### src/hdl/swbm_pkg.sv
// Shared types, codes and constants of the single-wire bus master.
package swbm_pkg;

   localparam int TIMER_BITS = 20;
   localparam int LONG_BITS  = 20;
   localparam int SHORT_BITS = 10;

   // Operation codes carried in the request tuser field.
   localparam logic [2:0] OP_TICK  = 3'd0;
   localparam logic [2:0] OP_RESET = 3'd1;
   localparam logic [2:0] OP_READ  = 3'd2;
   localparam logic [2:0] OP_WRITE = 3'd3;
   localparam logic [2:0] OP_POWER = 3'd4;

   // Configuration register indexes.
   localparam logic [2:0] CSR_RESET_LOW   = 3'd0;
   localparam logic [2:0] CSR_FIRST_WAIT  = 3'd1;
   localparam logic [2:0] CSR_SECOND_WAIT = 3'd2;
   localparam logic [2:0] CSR_TAIL_WAIT   = 3'd3;
   localparam logic [2:0] CSR_READ_WAIT   = 3'd4;
   localparam logic [2:0] CSR_WR_PULSE    = 3'd5;
   localparam logic [2:0] CSR_WR_SLOT     = 3'd6;
   localparam logic [2:0] CSR_POWER       = 3'd7;

   // Reset status codes.
   localparam logic [1:0] STATUS_OK       = 2'd0;
   localparam logic [1:0] STATUS_NO_RESP  = 2'd1;
   localparam logic [1:0] STATUS_STUCK_LO = 2'd2;

   typedef enum logic [3:0] {
      PH_IDLE     = 4'd0,
      PH_RST_LOW  = 4'd1,
      PH_RST_W1   = 4'd2,
      PH_RST_W2   = 4'd3,
      PH_RST_TAIL = 4'd4,
      PH_RD_RISE  = 4'd5,
      PH_RD_DELAY = 4'd6,
      PH_RD_FALL  = 4'd7,
      PH_WR_PULSE = 4'd8,
      PH_WR_SLOT  = 4'd9,
      PH_POWER    = 4'd10
   } phase_type;

   typedef struct packed {
      logic [LONG_BITS-1:0]  reset_low_time;
      logic [SHORT_BITS-1:0] first_sample_wait;
      logic [SHORT_BITS-1:0] second_sample_wait;
      logic [SHORT_BITS-1:0] reset_tail_wait;
      logic [SHORT_BITS-1:0] read_sample_wait;
      logic [SHORT_BITS-1:0] write_pulse_time;
      logic [SHORT_BITS-1:0] write_slot_time;
      logic [LONG_BITS-1:0]  power_time;
   } cfg_type;

   typedef struct packed {
      logic [7:0] read_data;
      logic [1:0] reset_status;
      logic       done_res;
      logic       busy_res;
      logic       drive_level;
      logic       drive_enable;
   } result_type;

   // Interval lengths are cut to the timer width when loaded.
   function automatic logic [TIMER_BITS-1:0] timer_load(input logic [LONG_BITS-1:0] v);
      logic [31:0] wide;
      wide = 32'(v);
      return wide[TIMER_BITS-1:0];
   endfunction

endpackage

### src/hdl/single_wire_bus_master_top.sv
// Top level of the single-wire bus master: ports, sequencer and result register.
//
// Each request is one microsecond tick and yields exactly one response that
// shows the bus drive and status after that tick. A request is taken whenever
// the output register is empty or being drained; the sequencer updates its
// phase, interval timer and shift register in the same cycle and the response
// is registered in a single output register. That register is refilled in the
// cycle it is drained, so the block sustains one request per clock whenever
// the response side keeps up. Configuration writes take effect on the next
// request and are meant to be made while no operation is in progress.
module single_wire_bus_master_top (
   input  logic        clock,
   input  logic        reset,
   // Request: tdata = write_data[7:0], line_level[8], zero fill [15:9].
   input  logic        req_tvalid,
   output logic        req_tready,
   input  logic [15:0] req_tdata,
   // Request: tuser = operation[2:0].
   input  logic [2:0]  req_tuser,
   // Response: tdata = drive_enable[0], drive_level[1], busy_res[2], done_res[3],
   // reset_status[5:4], read_data[13:6], zero fill [15:14].
   output logic        rsp_tvalid,
   input  logic        rsp_tready,
   output logic [15:0] rsp_tdata,
   input  logic        csr_valid,
   output logic        csr_ready,
   input  logic [2:0]  csr_index,
   input  logic [19:0] csr_data
);

   swbm_pkg::cfg_type    cfg;
   swbm_pkg::result_type result;
   swbm_pkg::result_type rsp_data_ff;
   logic                 rsp_valid_ff, rsp_valid_in;
   logic                 step;

   assign req_tready = !rsp_valid_ff || rsp_tready;
   assign step       = req_tvalid && req_tready;

   swbm_csr u_csr (
      .clock     (clock),
      .reset     (reset),
      .csr_valid (csr_valid),
      .csr_ready (csr_ready),
      .csr_index (csr_index),
      .csr_data  (csr_data),
      .cfg       (cfg)
   );

   swbm_seq u_seq (
      .clock      (clock),
      .reset      (reset),
      .step       (step),
      .operation  (req_tuser),
      .write_data (req_tdata[7:0]),
      .line_level (req_tdata[8]),
      .cfg        (cfg),
      .result     (result)
   );

   always_comb begin
      rsp_valid_in = rsp_valid_ff;
      if (step) begin
         rsp_valid_in = 1'b1;
      end else if (rsp_tready) begin
         rsp_valid_in = 1'b0;
      end
   end

   always_ff @(posedge clock) begin
      if (reset) begin
         rsp_valid_ff <= 1'b0;
      end else begin
         rsp_valid_ff <= rsp_valid_in;
      end
   end

   always_ff @(posedge clock) begin
      if (step) begin
         rsp_data_ff <= result;
      end
   end

   assign rsp_tvalid = rsp_valid_ff;
   assign rsp_tdata  = {2'b00, rsp_data_ff};

   // A finished operation never reports busy on the same tick.
   a_done_not_busy: assert property (@(posedge clock) disable iff (reset)
      rsp_tvalid && rsp_tdata[3] |-> !rsp_tdata[2])
      else $error("done and busy set in the same response");

   // A high level is only ever driven, never merely requested while released.
   a_level_needs_drive: assert property (@(posedge clock) disable iff (reset)
      rsp_tvalid && rsp_tdata[1] |-> rsp_tdata[0])
      else $error("drive level set while drive is disabled");

   // Every accepted request yields a response in the next cycle.
   a_request_gives_response: assert property (@(posedge clock) disable iff (reset)
      req_tvalid && req_tready |=> rsp_tvalid)
      else $error("accepted request produced no response");

   // A drained response with no new request leaves the output empty.
   a_drain_empties: assert property (@(posedge clock) disable iff (reset)
      rsp_tvalid && rsp_tready && !req_tvalid |=> !rsp_tvalid)
      else $error("response repeated after being taken");

endmodule

### src/hdl/swbm_csr.sv
// Configuration register file of the single-wire bus master.
module swbm_csr (
   input  logic                 clock,
   input  logic                 reset,
   input  logic                 csr_valid,
   output logic                 csr_ready,
   input  logic [2:0]           csr_index,
   input  logic [19:0]          csr_data,
   output swbm_pkg::cfg_type    cfg
);

   swbm_pkg::cfg_type cfg_ff;
   swbm_pkg::cfg_type cfg_in;

   assign csr_ready = 1'b1;
   assign cfg       = cfg_ff;

   always_comb begin
      cfg_in = cfg_ff;
      if (csr_valid) begin
         unique case (csr_index)
            swbm_pkg::CSR_RESET_LOW:   cfg_in.reset_low_time     = csr_data;
            swbm_pkg::CSR_FIRST_WAIT:  cfg_in.first_sample_wait  = csr_data[9:0];
            swbm_pkg::CSR_SECOND_WAIT: cfg_in.second_sample_wait = csr_data[9:0];
            swbm_pkg::CSR_TAIL_WAIT:   cfg_in.reset_tail_wait    = csr_data[9:0];
            swbm_pkg::CSR_READ_WAIT:   cfg_in.read_sample_wait   = csr_data[9:0];
            swbm_pkg::CSR_WR_PULSE:    cfg_in.write_pulse_time   = csr_data[9:0];
            swbm_pkg::CSR_WR_SLOT:     cfg_in.write_slot_time    = csr_data[9:0];
            swbm_pkg::CSR_POWER:       cfg_in.power_time         = csr_data;
            default:                   cfg_in = cfg_ff;
         endcase
      end
   end

   always_ff @(posedge clock) begin
      if (reset) begin
         cfg_ff.reset_low_time     <= 20'd18000;
         cfg_ff.first_sample_wait  <= 10'd40;
         cfg_ff.second_sample_wait <= 10'd80;
         cfg_ff.reset_tail_wait    <= 10'd80;
         cfg_ff.read_sample_wait   <= 10'd30;
         cfg_ff.write_pulse_time   <= 10'd2;
         cfg_ff.write_slot_time    <= 10'd120;
         cfg_ff.power_time         <= 20'd750000;
      end else begin
         cfg_ff <= cfg_in;
      end
   end

endmodule

### src/hdl/swbm_seq.sv
// Bus sequencer: phase state machine, interval timer and bit shifter.
module swbm_seq (
   input  logic                  clock,
   input  logic                  reset,
   input  logic                  step,
   input  logic [2:0]            operation,
   input  logic [7:0]            write_data,
   input  logic                  line_level,
   input  swbm_pkg::cfg_type     cfg,
   output swbm_pkg::result_type  result
);

   localparam int TB = swbm_pkg::TIMER_BITS;

   swbm_pkg::phase_type phase_ff, phase_in;
   logic [TB-1:0]       time_left_ff, time_left_in;
   logic [3:0]          bit_index_ff, bit_index_in;
   logic [7:0]          shift_ff, shift_in;
   logic [1:0]          status_ff, status_in;
   logic [7:0]          last_read_ff, last_read_in;
   logic                done;
   logic                ends;
   logic [3:0]          bit_next;

   assign bit_next = bit_index_ff + 4'd1;

   always_comb begin
      phase_in     = phase_ff;
      time_left_in = time_left_ff;
      bit_index_in = bit_index_ff;
      shift_in     = shift_ff;
      status_in    = status_ff;
      last_read_in = last_read_ff;
      done         = 1'b0;

      // A timed interval ends once at most one tick remains.
      ends = (time_left_ff <= TB'(1));
      if (phase_ff != swbm_pkg::PH_IDLE && phase_ff != swbm_pkg::PH_RD_RISE &&
          phase_ff != swbm_pkg::PH_RD_FALL) begin
         time_left_in = ends ? '0 : time_left_ff - TB'(1);
      end

      unique case (phase_ff)
         swbm_pkg::PH_IDLE: begin
            case (operation)
               swbm_pkg::OP_RESET: begin
                  phase_in     = swbm_pkg::PH_RST_LOW;
                  time_left_in = swbm_pkg::timer_load(cfg.reset_low_time);
               end
               swbm_pkg::OP_READ: begin
                  phase_in     = swbm_pkg::PH_RD_RISE;
                  time_left_in = '0;
                  bit_index_in = '0;
                  shift_in     = '0;
               end
               swbm_pkg::OP_WRITE: begin
                  phase_in     = swbm_pkg::PH_WR_PULSE;
                  shift_in     = write_data;
                  bit_index_in = '0;
                  time_left_in = swbm_pkg::timer_load(20'(cfg.write_pulse_time));
               end
               swbm_pkg::OP_POWER: begin
                  phase_in     = swbm_pkg::PH_POWER;
                  time_left_in = swbm_pkg::timer_load(cfg.power_time);
               end
               default: phase_in = swbm_pkg::PH_IDLE;
            endcase
         end
         swbm_pkg::PH_RST_LOW: begin
            if (ends) begin
               phase_in     = swbm_pkg::PH_RST_W1;
               time_left_in = swbm_pkg::timer_load(20'(cfg.first_sample_wait));
            end
         end
         swbm_pkg::PH_RST_W1: begin
            if (ends) begin
               if (line_level) begin
                  status_in = swbm_pkg::STATUS_NO_RESP;
                  phase_in  = swbm_pkg::PH_IDLE;
                  done      = 1'b1;
               end else begin
                  phase_in     = swbm_pkg::PH_RST_W2;
                  time_left_in = swbm_pkg::timer_load(20'(cfg.second_sample_wait));
               end
            end
         end
         swbm_pkg::PH_RST_W2: begin
            if (ends) begin
               if (!line_level) begin
                  status_in = swbm_pkg::STATUS_STUCK_LO;
                  phase_in  = swbm_pkg::PH_IDLE;
                  done      = 1'b1;
               end else begin
                  phase_in     = swbm_pkg::PH_RST_TAIL;
                  time_left_in = swbm_pkg::timer_load(20'(cfg.reset_tail_wait));
               end
            end
         end
         swbm_pkg::PH_RST_TAIL: begin
            if (ends) begin
               status_in = swbm_pkg::STATUS_OK;
               phase_in  = swbm_pkg::PH_IDLE;
               done      = 1'b1;
            end
         end
         swbm_pkg::PH_RD_RISE: begin
            if (line_level) begin
               phase_in     = swbm_pkg::PH_RD_DELAY;
               time_left_in = swbm_pkg::timer_load(20'(cfg.read_sample_wait));
            end
         end
         swbm_pkg::PH_RD_DELAY: begin
            if (ends) begin
               shift_in = {shift_ff[6:0], line_level};
               phase_in = swbm_pkg::PH_RD_FALL;
            end
         end
         swbm_pkg::PH_RD_FALL: begin
            if (!line_level) begin
               bit_index_in = bit_next;
               if (bit_next >= 4'd8) begin
                  last_read_in = shift_ff;
                  phase_in     = swbm_pkg::PH_IDLE;
                  done         = 1'b1;
               end else begin
                  phase_in = swbm_pkg::PH_RD_RISE;
               end
            end
         end
         swbm_pkg::PH_WR_PULSE: begin
            if (ends) begin
               phase_in     = swbm_pkg::PH_WR_SLOT;
               time_left_in = swbm_pkg::timer_load(20'(cfg.write_slot_time));
            end
         end
         swbm_pkg::PH_WR_SLOT: begin
            if (ends) begin
               shift_in     = {1'b0, shift_ff[7:1]};
               bit_index_in = bit_next;
               if (bit_next >= 4'd8) begin
                  phase_in = swbm_pkg::PH_IDLE;
                  done     = 1'b1;
               end else begin
                  phase_in     = swbm_pkg::PH_WR_PULSE;
                  time_left_in = swbm_pkg::timer_load(20'(cfg.write_pulse_time));
               end
            end
         end
         swbm_pkg::PH_POWER: begin
            if (ends) begin
               phase_in = swbm_pkg::PH_IDLE;
               done     = 1'b1;
            end
         end
         default: phase_in = swbm_pkg::PH_IDLE;
      endcase

      // The result shows the drive of the phase entered on this tick.
      result.drive_enable = 1'b0;
      result.drive_level  = 1'b0;
      case (phase_in)
         swbm_pkg::PH_RST_LOW, swbm_pkg::PH_WR_PULSE: result.drive_enable = 1'b1;
         swbm_pkg::PH_WR_SLOT: begin
            result.drive_enable = 1'b1;
            result.drive_level  = shift_in[0];
         end
         swbm_pkg::PH_POWER: begin
            result.drive_enable = 1'b1;
            result.drive_level  = 1'b1;
         end
         default: result.drive_enable = 1'b0;
      endcase
      result.busy_res     = (phase_in != swbm_pkg::PH_IDLE);
      result.done_res     = done;
      result.reset_status = status_in;
      result.read_data    = last_read_in;
   end

   always_ff @(posedge clock) begin
      if (reset) begin
         phase_ff     <= swbm_pkg::PH_IDLE;
         time_left_ff <= '0;
         bit_index_ff <= '0;
         shift_ff     <= '0;
         status_ff    <= '0;
         last_read_ff <= '0;
      end else if (step) begin
         phase_ff     <= phase_in;
         time_left_ff <= time_left_in;
         bit_index_ff <= bit_index_in;
         shift_ff     <= shift_in;
         status_ff    <= status_in;
         last_read_ff <= last_read_in;
      end
   end

endmodule

### config.mk
export PLATFORM = sky130hd
export DESIGN_NAME = single_wire_bus_master_top
export DESIGN_NICKNAME = d
export VERILOG_FILES = /design/src/hdl/swbm_pkg.sv /design/src/hdl/single_wire_bus_master_top.sv /design/src/hdl/swbm_csr.sv /design/src/hdl/swbm_seq.sv
export SDC_FILE = /design/constraint.sdc
export NUM_CORES = 1
export LEC_CHECK = 0
export ABC_AREA = 1
export BUFFER_PORTS_ARGS = -buffer_cell sky130_fd_sc_hd__buf_2
export CORE_ASPECT_RATIO = 2
export CORE_UTILIZATION = 29
export DETAILED_ROUTE_END_ITERATION = 10
export SLEW_MARGIN = 10
export SYNTH_ARGS = -nofsm -noshare
export SYNTH_HDL_FRONTEND = slang
export SYNTH_HIERARCHICAL = 1
export SYNTH_SLANG_ARGS = --single-unit
### constraint.sdc
create_clock -name clock -period 3.55 [get_ports clock]
set_input_delay 0.71 -clock clock [delete_from_list [all_inputs] [get_ports clock]]
set_output_delay 0.71 -clock clock [all_outputs]
set_load 0.01 [all_outputs]
# Word level (Yosys, flattened, before mapping)

Index checks and enable logic that the tools add are counted.

Register bits after elaboration: 161
Latch bits: 0
Memory bits (writable): 0
Memory bits (read-only): 0
Output and inout bits: 19
Logic and storage cells: 141
Memories kept: 0

Add/sub/neg operators: 2
$mul: 0
Divide/modulo/power cells: 0
Order comparisons: 2
Equal/unequal tests: 32
Shifts and indexed selects: 0
Mux-type cells: 58
Bitwise operators: 0
Reductions and logical operators: 25

Operators with widths:

| operator                                                        | number |
|---|---|
| two-way mux 20 bit                                              | 11 |
| case mux 20 bit (7 select lines)                                | 1 |
| case mux 20 bit (4 select lines)                                | 1 |
| two-way mux 4 bit                                               | 13 |
| two-way mux 8 bit                                               | 5 |
| case mux 4 bit (10 select lines)                                | 1 |
| equality test 4 bit, second input constant                      | 6 |
| case mux 8 bit (3 select lines)                                 | 1 |
| less-or-equal comparator 20 x 1 -> 1 bit, second input constant | 1 |
| subtractor 20 x 1 -> 20 bit, second input constant              | 1 |
| equality test 4 x 3 -> 1 bit, second input constant             | 4 |
| case mux 4 bit (4 select lines)                                 | 1 |
| case mux 8 bit (2 select lines)                                 | 1 |
| AND reduction 2 bit                                             | 8 |
| equality test 3 bit, second input constant                      | 5 |
| equality test 3 x 2 -> 1 bit, second input constant             | 4 |
| two-way mux 2 bit                                               | 6 |
| case mux 4 bit (3 select lines)                                 | 1 |
| two-way mux 1 bit                                               | 11 |
| AND reduction 5 bit                                             | 2 |
| equality test 4 x 1 -> 1 bit, second input constant             | 2 |
| equality test 4 x 2 -> 1 bit, second input constant             | 2 |
| != test 4 x 3 -> 1 bit, second input constant                   | 2 |
| nonzero test 4 bit                                              | 2 |
| other kinds (19)                                                | 27 |

# Depth between registers and ports, before layout

Depth in word-level cells: 8
Gate-level depth with buffers: 17
Mapped depth without buffers: 16

# Hierarchy

The synthesis kept the hierarchy.

By module, submodules not included:

| module                     | instances | cells each | area each (µm²) | seq. area each (µm²) |
|---|---|---|---|---|
| swbm_seq                   | 1         | 818        | 4584.4          | 920.9 |
| swbm_csr                   | 1         | 548        | 3888.7          | 2001.9 |
| single_wire_bus_master_top | 1         | 23         | 486.7           | 440.4 |

# Least setup slack after synthesis

Ideal clock, no wire load.

Path type: input -> register
From: input req_tvalid
To: register u_seq.phase_ff[1]
Setup time: 0.115 ns
Arrival time: 2.605 ns
Setup slack: 0.830 ns
Stages: 7
Buffers on the path: 2
Path through: inv_1 > a21oi_1 > inv_1 > clkbuf_1 > clkbuf_1 > o21ai_0 > inv_1

Word-level cells in the longest chain between the ends: 1

RTL lines:

| item                 | RTL line                         | source |
|---|---|---|
| from (decl)          | single_wire_bus_master_top.sv:15 | `input logic req_tvalid,` |
| logical AND 1 bit    | single_wire_bus_master_top.sv:38 | `assign step = req_tvalid && req_tready;` |
| to (signal assigned) | swbm_seq.sv:181                  | `phase_ff <= swbm_pkg::PH_IDLE;` |
| to (signal assigned) | swbm_seq.sv:188                  | `phase_ff <= phase_in;` |
| to (decl)            | swbm_seq.sv:15                   | `swbm_pkg::phase_type phase_ff, phase_in;` |

No other way between the ends.
A chain may end at the register's enable or synchronous reset.

# Final worst setup path

From: register u_seq.time_left_ff[0]
To: register u_seq.time_left_ff[11]

Word-level cells in the longest chain between the ends: 6
Elaborated cells on any way between the ends: 15

RTL lines:

| item                                                                                    | RTL line                                        | source |
|---|---|---|
| from (decl)                                                                             | swbm_seq.sv:16                                  | `logic [TB-1:0] time_left_ff, time_left_in;` |
| from (signal assigned)                                                                  | swbm_seq.sv:189                                 | `time_left_ff <= time_left_in;` |
| subtractor 20 x 1 -> 20 bit or less-or-equal comparator 20 x 1 -> 1 bit (tied branches) | swbm_seq.sv:40, swbm_seq.sv:37                  |  |
| two-way mux 20 bit                                                                      | swbm_seq.sv:40                                  | `time_left_in = ends ? '0 : time_left_ff - TB'(1);` |
| two-way mux 20 bit                                                                      | swbm_seq.sv:38                                  | `if (phase_ff != swbm_pkg::PH_IDLE && phase_ff != swbm_pkg::PH_RD_RISE &&` |
| two-way mux 20 bit, on equally long branches                                            | swbm_seq.sv:140, swbm_seq.sv:77, swbm_seq.sv:89 |  |
| two-way mux 20 bit, on equally long branches                                            | swbm_seq.sv:137, swbm_seq.sv:76, swbm_seq.sv:88 |  |
| case mux 20 bit (7 select lines) *                                                      | swbm_seq.sv:43                                  | `unique case (phase_ff)` |

Every way passes the cells marked *; elsewhere a longest branch is shown, timed or not.

==> flow_results.org <==
** Clocking
- Maximum root-to-sink buffer count :: 2
- Root Driver :: clkbuf_16
- TritonCTS built the clock tree.
- Post-CTS repair changed the size of 0 cells.
- Clk sink count :: 161
- Num CTS Buffers :: 17
- Number of hold-repair buffers added at the cts stage :: 0
- Insertion delay to the later sink of the worst-skew pair :: 450 ps
- H-tree lvl count :: 4
- Buffers added to address setup during post-CTS repair amount to 0.
- Clock-pin slew was measured on the worst setup and hold paths at 70 ps.

** Placed design
- At the end of routability-driven placement, the weighted congestion stood at 0.940.
- Once detailed placement completed, the half-perimeter wirelength came to 22.8 mm.
- Timing analysis after detailed placement gives a worst setup slack of 874 ps.
- Port buffer count :: 55

** Logic synthesis
- Top cell type's share of synthesized area :: 32.8%
- Share of flip-flops with an asynchronous set or reset :: 0%
- After synthesis the netlist holds a flip-flop and latch count of 161.
- Sorting the synthesized cells by area gives the leading types as dfxtp_1 33%, nand2_1 15%, nor2_1 10%.
- The most used flip-flop cell after synthesis is dfxtp_1.
- Post-Syn Area :: 8960 um^2
- Post-Syn Area per Cell :: 6.45 um^2
- During synthesis, Yosys emitted a total of 6 warnings.
- The number of different library cells used by synthesis comes to 49.
- Sequential-to-total area share from yosys stat :: 37.5%
- The most common cell in the synthesized netlist is nand2_1.
- The synthesized design spends more area on one cell type than any other, namely dfxtp_1.
- After technology mapping, the gate count stands at 1389.
- Number of synthesized flops with an enable pin :: 14
- Most instantiated cells after synthesis :: 365 x nand2_1, 240 x nor2_1, 163 x nand3_1

** Layout
- Fraction of final layout cells with drive strength greater than 1 :: 11.6%
- From synthesis to final layout, the design area changed by 13.2%.
- Final core utilization :: 33.5%
- Inserted Diodes :: 0
- Net count of the finished layout :: 1474

** Drt
- The first TritonRoute pass finished after 5 iterations.
- First-iteration detailed-routing DRC count :: 660
- The detail route stage leaves a number of antenna-violating nets equal to 0.
- Via density per instance :: 5.06
- For this block, the routed nets add up to 30.6 mm of wire.
- Final routed DRC violation total :: 0
- Number of vias after detailed routing :: 9127
- Average detailed-routed wire length per instance :: 17.0 um

** Timing
- Peak clock frequency supported by timing :: 0.372 GHz
- Final worst-path cycle share :: 75.7%
- Minimum clock period after layout :: 2690 ps
- Transition time at the pin with the least slew margin :: 801 ps
- Setup violations remaining at the end of the flow were counted as 0.
- Setup slack on the critical path of the routed design comes to 864 ps.
- Final count of pins violating max slew :: 0
- Setup repair after global routing left no endpoint under its margin.
- WHS :: 457 ps
- Number of endpoints with negative hold slack in the final report :: 0
- Relative max-transition margin :: 46.5%
- Between clock sinks in the finished design, the worst skew comes to 8.01 ps.
- Total Negative Setup Slacks :: 0 ps

** Flow run
- Max-cap violations in this run came to 0.

** Die
- In this run the standard cell core region covers 30300 um^2.
- Ports :: 66
- Die Area :: 31600 um^2
- The die is 251 um tall.
- Row generation in the floorplan step produced 90 rows.
- DIE WIDTH :: 126 um
- Starting Density :: 29.6%

** Setup path
- Data arrives at the worst endpoint at 3020 ps.
- STA classifies the critical path endpoint as a register.
- The worst setup path is launched from a register.
- Number of cells traversed by the worst register-to-register path :: 13
- The largest individual stage delay along the critical path comes from the cell nor2_2.
- Reg-to-Reg End :: u_seq/time_left_ff[11]
- On the worst path, the slowest cell contributes a delay of 360 ps.
- The cell that appears most often on the critical path is nor2_2.
- The setup path with the least slack is of type reg2reg.
- In this run the critical register-to-register path is launched from u_seq/time_left_ff[0].
- Worst-path cell chain :: inv_1 -> ha_1 -> inv_2 -> nand2_1 -> nand2_1 -> nor2_2 -> nand3_4 -> nor2_2 -> nor2_2 -> nor3_1 -> nand2_2 -> nand3b_1 -> a21oi_1
- Largest driver fanout on the critical path :: 21
- At the worst endpoint, the required time is 3880 ps.
- Setup slack, reg-to-reg :: 860 ps

** Run status
- Status :: finished clean

** Power
- Summed over all cells, the static leakage comes to 0.00468 uW.
- Cell area power density :: 478 nW/um^2
- After layout, the design draws a total of 4850 uW.
- Across the VDD grid, the largest voltage drop is 0.340 mV.

** Min path
- Startpoint of the most critical hold path :: u_csr/cfg[5]
- End point of the worst hold path :: u_csr/cfg[5]
- Hold-critical path depth :: 2
- In this run the worst hold path is classified as reg2reg.

** GRT
- The number of antenna violations at the first check in global routing was 2.
- The first global-routing pass estimated 47.3 mm of wire.
- Entering global routing, the biggest net connects 101 pins.
- Gr usage total :: 19.8%
- Via count of the first global-routing pass :: 8743
- Remaining Overflow, GRT :: 0
-- layer usage --
metal  vias up  GRT usage, %  routed length, um  share of wire [%]
li1       4532             -                  -                  -
met1      4179          18.1              10900                 35
met2       289          37.0              16100                 52
met3       123          3.55               1160                3.8
met4         4          17.0               2500                8.2
met5         -             0                 16              0.052
-- final cells by class --
| cell class | instances | area [um^2] |
|---|---|---|
| Clock buffer | 19 | 453 |
| Clock inverter | 13 | 139 |
| Fill cell | 3235 | 20200 |
| Inverter | 142 | 533 |
| Multi-Input combinational cell | 1032 | 4790 |
| Sequential cell | 161 | 3360 |
| Tap cell | 368 | 460 |
| Timing Repair Buffer | 70 | 400 |
-- kinds of logic (layout without fill, tap and decap cells) --
| logic type | Yosys count | in the layout | share of synthesized area [%] |
|---|---|---|---|
| flip-flops | 161 | 161 | 37.5 |
| adder cells (fa/ha/maj) | 3 | 3 | 0.419 |
| AND/OR/NAND/NOR | 836 | 836 | 40.1 |
| other | 2 | 3 | 0.0838 |
| AO/OA/AOI/OAI | 177 | 177 | 11.4 |
| XOR/XNOR | 13 | 13 | 1.27 |
| buffers and inverters | 197 | 244 | 9.20 |
-- sequential cells by signal (all words and copies together) (netlist names) --
signal / count
u_seq/status_ff: 2
u_csr/cfg: 100
u_seq/phase_ff: 4
u_seq/shift_ff: 8
u_seq/last_read_ff: 8
u_seq/bit_index_ff: 4
u_seq/time_left_ff: 20
rsp_tvalid: 1
rsp_tdata: 14
-- layout by cell type, fill, tap and decap left out, types with 4 or more instances in the layout --
cell,count
nand2_1,365
nor2_1,240
nand3_1,163
dfxtp_1,147
inv_1,124
a21oi_1,71
buf_2,55
o21ai_0,53
clkbuf_16,17
nor2_2,17
inv_2,16
buf_4,14
edfxtp_1,14
nand4_1,12
xor2_1,11
nand2_2,10
o21ai_1,10
a22o_1,10
a31oi_1,10
nor2_4,7
nor3_1,6
nand3b_1,6
inv_6,4
a22oi_1,4
-- how the worst max path moves through the flow --
stage	from	to	slack [ps]
floorplan	req_tvalid	u_seq/phase_ff[1]	830
global placement	req_tuser[2]	u_seq/time_left_ff[7]	940
detailed placement	req_tuser[2]	u_seq/time_left_ff[17]	870
CTS	u_seq/time_left_ff[0]	u_seq/time_left_ff[11]	920
global route	u_seq/time_left_ff[0]	u_seq/time_left_ff[14]	640
finish	u_seq/time_left_ff[0]	u_seq/time_left_ff[11]	860
-- metrics by stage --
step / cell area, um^2 / cells
final: 10100 / 1805
after global routing: 10100 / 1805
after CTS: 10100 / 1805
after detailed placement: 9550 / 1773
after global placement: 9550 / 1773
after floorplan: 8960 / 1390
-- critical path, delay by kind of cell (launching register included) --
family / cells / cell delay [ps]
buffers and inverters: 2 / 160
adder cells (fa/ha/maj): 1 / 270
flip-flops: 1 / 320
AND/OR/NAND/NOR: 9 / 1730
AO/OA/AOI/OAI: 1 / 80
-- power breakdown --
part	total (uW)	internal, uW	switching [uW]
clock network	1870	1030	839
logic	971	287	684
registers	2010	1940	74.0
total	4850	3250	1600
(Power assumes the default switching activity.)
